## config.mk

```make
export PLATFORM = sky130hd
export DESIGN_NAME = lzwe_controller
export DESIGN_NICKNAME = d
export VERILOG_FILES = /design/src/sv/lzwe_pkg.sv /design/src/sv/lzwe_controller.sv
export SDC_FILE = /design/constraint.sdc
export NUM_CORES = 1
export LEC_CHECK = 0
export ABC_AREA = 1
export BUFFER_PORTS_ARGS = -buffer_cell sky130_fd_sc_hd__buf_4
export CAP_MARGIN = 0
export CORE_AREA = 4 4 41 43
export CTS_CLUSTER_DIAMETER = 50
export DETAILED_ROUTE_END_ITERATION = 6
export DIE_AREA = 0 0 45 47
export REMOVE_ABC_BUFFERS = 1
export SLEW_MARGIN = 20
export SYNTH_ARGS = -nofsm -noshare
export SYNTH_HDL_FRONTEND = slang
export SYNTH_SLANG_ARGS = --single-unit
```

## constraint.sdc

```tcl
create_clock -name aclk -period 1.3 [get_ports aclk]
set_clock_uncertainty 0.05 [all_clocks]
set_input_delay 0.26 -clock aclk [delete_from_list [all_inputs] [get_ports aclk]]
set_output_delay 0.26 -clock aclk [all_outputs]
set_load 0.01 [all_outputs]
```

## src/sv/lzwe_pkg.sv

```systemverilog
`timescale 1ns / 1ps
// ----------------------------------------------------------------------------
// LZW encoder package
// Beat payload types and the command and status groups that join the
// controller and the datapath.
// ----------------------------------------------------------------------------
package lzwe_pkg;

    localparam int unsigned SEED_COUNT = 256;
    localparam int unsigned MAX_RESET  = 4096;

    typedef struct packed {
        logic [7:0] data_byte;
        logic       last_byte;
    } lzwe_in_t;

    typedef struct packed {
        logic [11:0] code_word;
        logic [3:0]  code_width;
        logic        stream_end;
        logic        run_last;
    } lzwe_out_t;

    typedef struct packed {
        logic accept;
        logic first_byte;
        logic scan_start;
        logic scan_read;
        logic scan_next;
        logic take_match;
        logic emit;
        logic emit_end;
        logic emit_run_last;
        logic learn;
        logic prefix_byte;
        logic clear_prefix;
    } lzwe_cmd_t;

    typedef struct packed {
        logic prefix_valid;
        logic last;
        logic scan_done;
        logic match;
        logic out_free;
    } lzwe_status_t;

endpackage

```

## src/sv/lzwe_controller.sv

```systemverilog
`timescale 1ns / 1ps
// ----------------------------------------------------------------------------
// LZW encoder controller
// Sequences accept, dictionary scan, miss handling and flush.
// ----------------------------------------------------------------------------
module lzwe_controller (
    input  logic                   aclk,
    input  logic                   aresetn,
    input  logic                   s_valid,
    output logic                   s_ready,
    input  lzwe_pkg::lzwe_status_t status,
    output lzwe_pkg::lzwe_cmd_t    cmd
);
    import lzwe_pkg::*;

    typedef enum logic [2:0] {
        ST_IDLE, ST_FIRST, ST_READ, ST_CMP, ST_MISS, ST_FLUSH
    } state_t;

    state_t state_reg, state_next;

    assign s_ready = (state_reg == ST_IDLE);

    always_comb begin
        cmd        = '0;
        state_next = state_reg;
        unique case (state_reg)
            ST_IDLE: begin
                if (s_valid) begin
                    cmd.accept = 1'b1;
                    if (status.prefix_valid) begin
                        cmd.scan_start = 1'b1;
                        state_next = ST_READ;
                    end else begin
                        state_next = ST_FIRST;
                    end
                end
            end
            ST_FIRST: begin
                cmd.first_byte = 1'b1;
                state_next = status.last ? ST_FLUSH : ST_IDLE;
            end
            ST_READ: begin
                if (status.scan_done) begin
                    state_next = ST_MISS;
                end else begin
                    cmd.scan_read = 1'b1;
                    state_next = ST_CMP;
                end
            end
            ST_CMP: begin
                if (status.match) begin
                    cmd.take_match = 1'b1;
                    state_next = status.last ? ST_FLUSH : ST_IDLE;
                end else begin
                    cmd.scan_next = 1'b1;
                    state_next = ST_READ;
                end
            end
            ST_MISS: begin
                if (status.out_free) begin
                    cmd.emit          = 1'b1;
                    cmd.emit_run_last = !status.last;
                    cmd.learn         = 1'b1;
                    cmd.prefix_byte   = 1'b1;
                    state_next = status.last ? ST_FLUSH : ST_IDLE;
                end
            end
            ST_FLUSH: begin
                if (status.out_free) begin
                    cmd.emit          = 1'b1;
                    cmd.emit_end      = 1'b1;
                    cmd.emit_run_last = 1'b1;
                    cmd.clear_prefix  = 1'b1;
                    state_next = ST_IDLE;
                end
            end
            default: state_next = ST_IDLE;
        endcase
    end

    always_ff @(posedge aclk) begin
        if (!aresetn) begin
            state_reg <= ST_IDLE;
        end else begin
            state_reg <= state_next;
        end
    end

endmodule

```

==> impl_metrics.py, run 1 <==
metrics = {
    "route": {
        "vias": 435,
        "drt.antenna.violating_nets": 0,
        "vias_per_cell": 4.31,
        "drc_errors": 0,
        "wl_um": 1020,
        "wire_per_inst_um": 10.1,
        "drtIter0Drc": 0,
        "drtPass1Iterations": 1,
    },
    "clock_tree": {
        "worstSkewPairLatency_ns": 0.23,
        "htreeDepth": 1,
        "cts_tree": "done",
        "clock_path_buffers": 2,
        "clockRootBuffer": "clkbuf_4",
        "numCtsBuffers": 3,
        "clk_pin_slew_ns": 0.04,
        "ctsHoldBuffers": 0,
        "clock-sinks": 3,
    },
    "global_routing": {
        "grt_pass1_wl_um": 1610,
        "grt_max_degree": 10,
        "track_usage_pct": 10.4,
        "antenna_found_initial": 0,
        "overflow": 0,
        "grt_pass1_vias": 413,
    },
    "sta": {
        "setup_viol": 13,
        "period_minus_slack_ns": 1.43,
        "hold_violations": 0,
        "finalMaxSlewViolations": 0,
        "period_share_pct": 110,
        "fmax_ghz": 0.701,
        "fin_ws_ns": -0.127,
        "relSlewSlack_pct": 84.2,
        "whs_ns": 0.222,
        "rsz0062_at_grt": "yes",
        "worst_pin_slew_ns": 0.236,
    },
    "logic_synthesis": {
        "syn_area_um2": 309,
        "ys_ff_latch": 3,
        "synthArstFlopShare_pct": 0,
        "avgSynthCellArea_um2": 5.62,
        "synth-edff-count": 0,
        "synth_commonest_cells": "inv_1 (11), nand3_1 (7), nand2_1 (6), nor2_1 (6)",
        "synth_ff_type": "dfxtp_1",
        "synth_top_area_share_pct": 19.4,
        "syn_inst": 55,
        "synth-seq-area-share_pct": 19.4,
        "synth_warnings": 0,
        "yosys.area.top_type": "dfxtp_1",
        "ys_types": 16,
        "synth.most_common_cell": "inv_1",
        "synthTopCellsByArea": "dfxtp_1 (19%), inv_1 (13%), nand3_1 (11%), buf_4 (7.3%), nand2_1 (7.3%)",
    },
    "power_and_ir_drop": {
        "power_density_mw_per_mm2": 977,
        "p_int_w": 0.000412,
        "power_switching_share_pct": 39.7,
        "combPwrFrac_pct": 55.0,
        "p_clk_share_pct": 23.5,
        "p_seq_share_pct": 21.5,
        "total_leakage_power_nw": 0.339,
        "max-vdd-ir-drop_mv": 0.569,
        "power.net_switching_w": 0.000271,
    },
    "final_layout": {
        "drive_above_1_share_pct": 65.1,
        "area_growth_pct": 126,
        "n_antenna_cell": 0,
        "largest_register_ffs": 3,
        "utilization_pct": 53.8,
        "design_area_um2": 699,
        "nNetsFinal": 95,
    },
    "critical_path": {
        "cp_cell_sequence": "nor2_4 > nand2_8 > nor3_4 > buf_6",
        "critPathArrivalTime_ns": 1.12,
        "critical-path-top-delay-family": "flip-flops",
        "cp_max_fo": 6,
        "crit_type": "reg2out",
        "crit_buf_inv": 1,
        "worstSetupStartpointType": "register",
        "critPathSlowestCell": "dfxtp_4",
        "worstPathRequired_ns": 0.99,
        "setup.worst_path.end_class": "primary output",
        "slowest_delay_ns": 0.38,
    },
    "job": {
        "timing.max_cap.violations": 0,
    },
    "floorplan": {
        "die_w_um": 45,
        "io_pins": 21,
        "start_util_pct": 23.7,
        "std_cell_rows": 13,
        "dieArea_mm2": 0.00212,
        "core_mm2": 0.00130,
        "dieHeight_um": 47,
    },
    "place": {
        "place_congestion": 0.747,
        "placed_area_um2": 478,
        "port-buffer-count": 20,
    },
    "min_path": {
        "hold_path.class": "in2reg",
    },
    "run_status": {
        "status": "complete, but fails checks",
        "violations": "negative setup slack",
    },
}
-- cells by family (layout without fill, tap and decap cells) --
group,count (synthesis),in the layout,synth area share [%]
AO/OA/AOI/OAI,7,7,11.3
buffers and inverters,17,48,24.3
flip-flops,3,3,19.4
AND/OR/NAND/NOR,28,28,44.9
-- path summary, 6_finish.rpt --
kind | slack [ns] | start | cells past startpoint | endpoint
max | -0.13 | state_reg[0] | 4 | cmd[9]
min | 0.22 | aresetn | 3 | state_reg[1]
max reg2reg | -0.02 | state_reg[2] | 9 | state_reg[1]
min reg2reg | 0.60 | state_reg[1] | 3 | state_reg[0]
-- placed cells by master (no fill, tap or decap), types with 3 or more instances in the layout --
master    count
buf_4        22
buf_6         8
clkbuf_4      3
dfxtp_4       3
inv_1         9
inv_2         3
nand2_1       5
nand3_1       6
nor2_4        5
-- metal layers --
metal | vias to the layer above | GRT usage, % | share of wire [%]
met1 | 185 | 12.0 | 38
met4 | 0 | 1.75 | 0
met3 | 0 | 4.98 | 9.0
li1 | 232 | - | -
met2 | 18 | 17.8 | 53
met5 | - | 0 | 0
-- area by class of cell --
| class | instances | area (um2) |
|---|---|---|
| clock buffer | 4 | 26.3 |
| multi-input combinational | 35 | 270 |
| fill | 138 | 602 |
| inverter | 14 | 57.6 |
| sequential | 3 | 71.3 |
| timing repair buffer | 30 | 255 |
| tap | 15 | 18.8 |
-- what timing repair did --
action | in CTS | in global routing
resized for setup | 13 | 25
endpoints found under the hold margin | 0 | 0
pin swaps | 3 | 9
setup buffers | 4 | 5
endpoints found under the setup margin | 13 | 14
-- power groups by stage --
stage / sequential [W] / clock (W) / combinational [W]
finish: 0.000147 / 0.000161 / 0.000375
detailed placement: 0.000132 / 0 / 0.000249
global placement: 0.000130 / 0 / 0.000247
global route: 0.000150 / 0.000170 / 0.000417
floorplan: 0.000130 / 0 / 0.000137
CTS: 0.000141 / 0.000168 / 0.000280
-- tightest hold or removal path: stages --
cell and delay (ns):
buf_4 0.07, inv_1 0.05, nor2_1 0.08
-- metrics by stage --
stage	setup WS (ns)	setup TNS, ns	total power (W)	std cells
floorplan	-0.200	-0.729	0.000267	52
global placement	0.0403	0	0.000377	90
detailed placement	-0.0228	-0.0448	0.000381	90
CTS	-0.171	-1.48	0.000589	98
global route	-0.193	-2.01	0.000736	101
finish	-0.127	-1.09	0.000683	101
Note: power is estimated with default switching activity, not from simulation.
==> inputs of run 2 (changes only) <==
- REMOVE_ABC_BUFFERS: 1 -> not set
==> run 2 against run 1 <==
  * The flow still finishes with violations (negative setup slack)
  * Maximum frequency hardly changed
  * Via count increased by 2.5%
  * Setup slack better by 0.0014 ns
  * First-iteration DRC count grew 5
  * Critical path type unchanged
  * Core utilization down 5.5 points
  * Combinational power down 20%
  * Highest routed layer is now met4
  * Register-to-register slack better by 0.20 ns
  * Count of clock-buffer cells in the layout is the same
  * Global-route usage is 1.4 points lower
  * Cell count down 4.0%
==> impl_metrics.py, run 2 (same netlist as run 1, synthesis figures left out) <==
metrics = {
    "run_status": {
        "status": "complete, but fails checks",
        "violations": "negative setup slack",
    },
    "global_routing": {
        "grt_pass1_wl_um": 1440,
        "grt_pass1_vias": 373,
        "track_usage_pct": 9.00,
        "overflow": 0,
        "grt_max_degree": 8,
        "antenna_found_initial": 0,
    },
    "final_layout": {
        "n_antenna_cell": 0,
        "multiInputGateArea_um2": 239,
        "area_growth_pct": 103,
        "nNetsFinal": 91,
        "fillers": 133,
        "final_common_cell": "buf_4",
        "mostFrequentLayoutCells": "buf_4 (22), inv_1 (10), nand3_1 (6)",
        "post_layout_nonfiller_instances": 97,
        "largest_register_ffs": 3,
        "regArea_um2": 71.3,
        "drive_above_1_share_pct": 59.8,
    },
    "clock_tree": {
        "clockRootBuffer": "clkbuf_4",
        "cts_tree": "done",
        "htreeDepth": 1,
        "clock-sinks": 3,
        "clock_path_buffers": 2,
        "clk_pin_slew_ns": 0.04,
        "worstSkewPairLatency_ns": 0.24,
        "numCtsBuffers": 3,
    },
    "floorplan": {
        "core_mm2": 0.00130,
        "std_cell_rows": 13,
        "die_w_um": 45,
        "io_pins": 21,
        "dieArea_mm2": 0.00212,
        "start_util_pct": 23.7,
        "dieHeight_um": 47,
    },
    "sta": {
        "relSlewSlack_pct": 86.3,
        "worst_pin_slew_ns": 0.204,
        "tns_ns": -1.06,
        "period_share_pct": 110,
        "finalMaxSlewViolations": 0,
        "hold_violations": 0,
        "period_minus_slack_ns": 1.43,
        "rsz0062_at_grt": "yes",
        "whs_ns": 0.212,
        "fmax_ghz": 0.701,
        "fin_ws_ns": -0.126,
        "setup_viol": 12,
    },
    "route": {
        "drtPass1Iterations": 3,
        "wire_per_inst_um": 9.91,
        "drc_errors": 0,
        "wl_um": 961,
        "vias_per_cell": 4.60,
        "vias": 446,
        "drtIter0Drc": 5,
        "drt.antenna.violating_nets": 0,
    },
    "critical_path": {
        "worstPathRequired_ns": 0.99,
        "critical-path-top-delay-family": "flip-flops",
        "critPathArrivalTime_ns": 1.12,
        "critPathSlowestCell": "dfxtp_4",
        "slowest_delay_ns": 0.41,
        "r2r_slack_ns": 0.18,
        "crit_buf_inv": 2,
        "cp_cell_sequence": "inv_4 > nor2_4 > nand2_2 > nor2_2 > buf_4",
        "setup.worst_path.end_class": "primary output",
        "cp_max_fo": 7,
        "crit_type": "reg2out",
        "worstSetupStartpointType": "register",
    },
    "power_and_ir_drop": {
        "max-vdd-ir-drop_mv": 0.446,
        "p_clk_share_pct": 27.3,
        "combPwrFrac_pct": 48.0,
        "p_int_w": 0.000373,
        "power_switching_share_pct": 40.6,
        "total_leakage_power_nw": 0.312,
        "power_density_mw_per_mm2": 998,
        "power.net_switching_w": 0.000254,
        "p_seq_share_pct": 24.7,
    },
    "job": {
        "timing.max_cap.violations": 0,
    },
    "place": {
        "place_hpwl_um": 700,
        "dp_slack_ns": 0.0306,
        "dp.cells": 90,
        "port-buffer-count": 20,
        "place_congestion": 0.793,
    },
    "min_path": {
        "hold_path.class": "in2reg",
    },
    "logic_synthesis": {
        "synth.net_count": 63,
    },
}
[run 2: cell types whose count changed in the layout (fill, tap and decap cells not counted), sizes merged]
| cell | delta |
|---|---|
| buf | -4 |
[run 2: cell type report]
| type | count | area share, % |
|---|---|---|
| Multi-Input combinational cell | 35 | 38.0 |
| Tap cell | 15 | 2.99 |
| Inverter | 14 | 9.96 |
| Sequential cell | 3 | 11.4 |
| Timing Repair Buffer | 26 | 33.5 |
| Clock buffer | 4 | 4.18 |
[run 2: tightest hold or removal path, stage by stage]
cell	delay [ns]
buf_4	0.08
inv_1	0.05
nor2_1	0.08
[run 2: path summary, 6_finish.rpt]
| kind | from | to | cells after the start |
|---|---|---|---|
| worst max-delay path | state_reg[0] | cmd[6] | 5 |
| worst max register to register | state_reg[1] | state_reg[0] | 7 |
| worst min register to register | state_reg[0] | state_reg[0] | 2 |
| worst min-delay path | aresetn | state_reg[1] | 3 |
[run 2: stage by stage]
stage	utilization (%)	instance area, um2	total power (W)
global route	48.3	628	0.000670
floorplan	-	330	0.000287
CTS	44.8	583	0.000588
finish	48.3	628	0.000627
global placement	38.4	499	0.000390
detailed placement	38.4	499	0.000388
[run 2: what timing repair did]
item	4_1_cts	5_1_grt
endpoints found under the hold margin	0	0
endpoints found under the setup margin	13	13
hold buffers	0	0
setup buffers	2	1
resized for setup	13	10
pin swaps	1	2
[run 2: power groups by stage]
stage	Clock [W]	Combinational (W)	Sequential [W]
after floorplan	0	0.000165	0.000123
after global placement	0	0.000252	0.000137
after detailed placement	0	0.000250	0.000139
after CTS	0.000171	0.000274	0.000143
after global routing	0.000177	0.000333	0.000160
final	0.000171	0.000301	0.000155
[run 2: per-layer routing]
layer	track usage [%]	routed length, um
met5	0	0
met4	5.26	22
met3	1.15	83
met2	16.1	507
met1	10.2	348
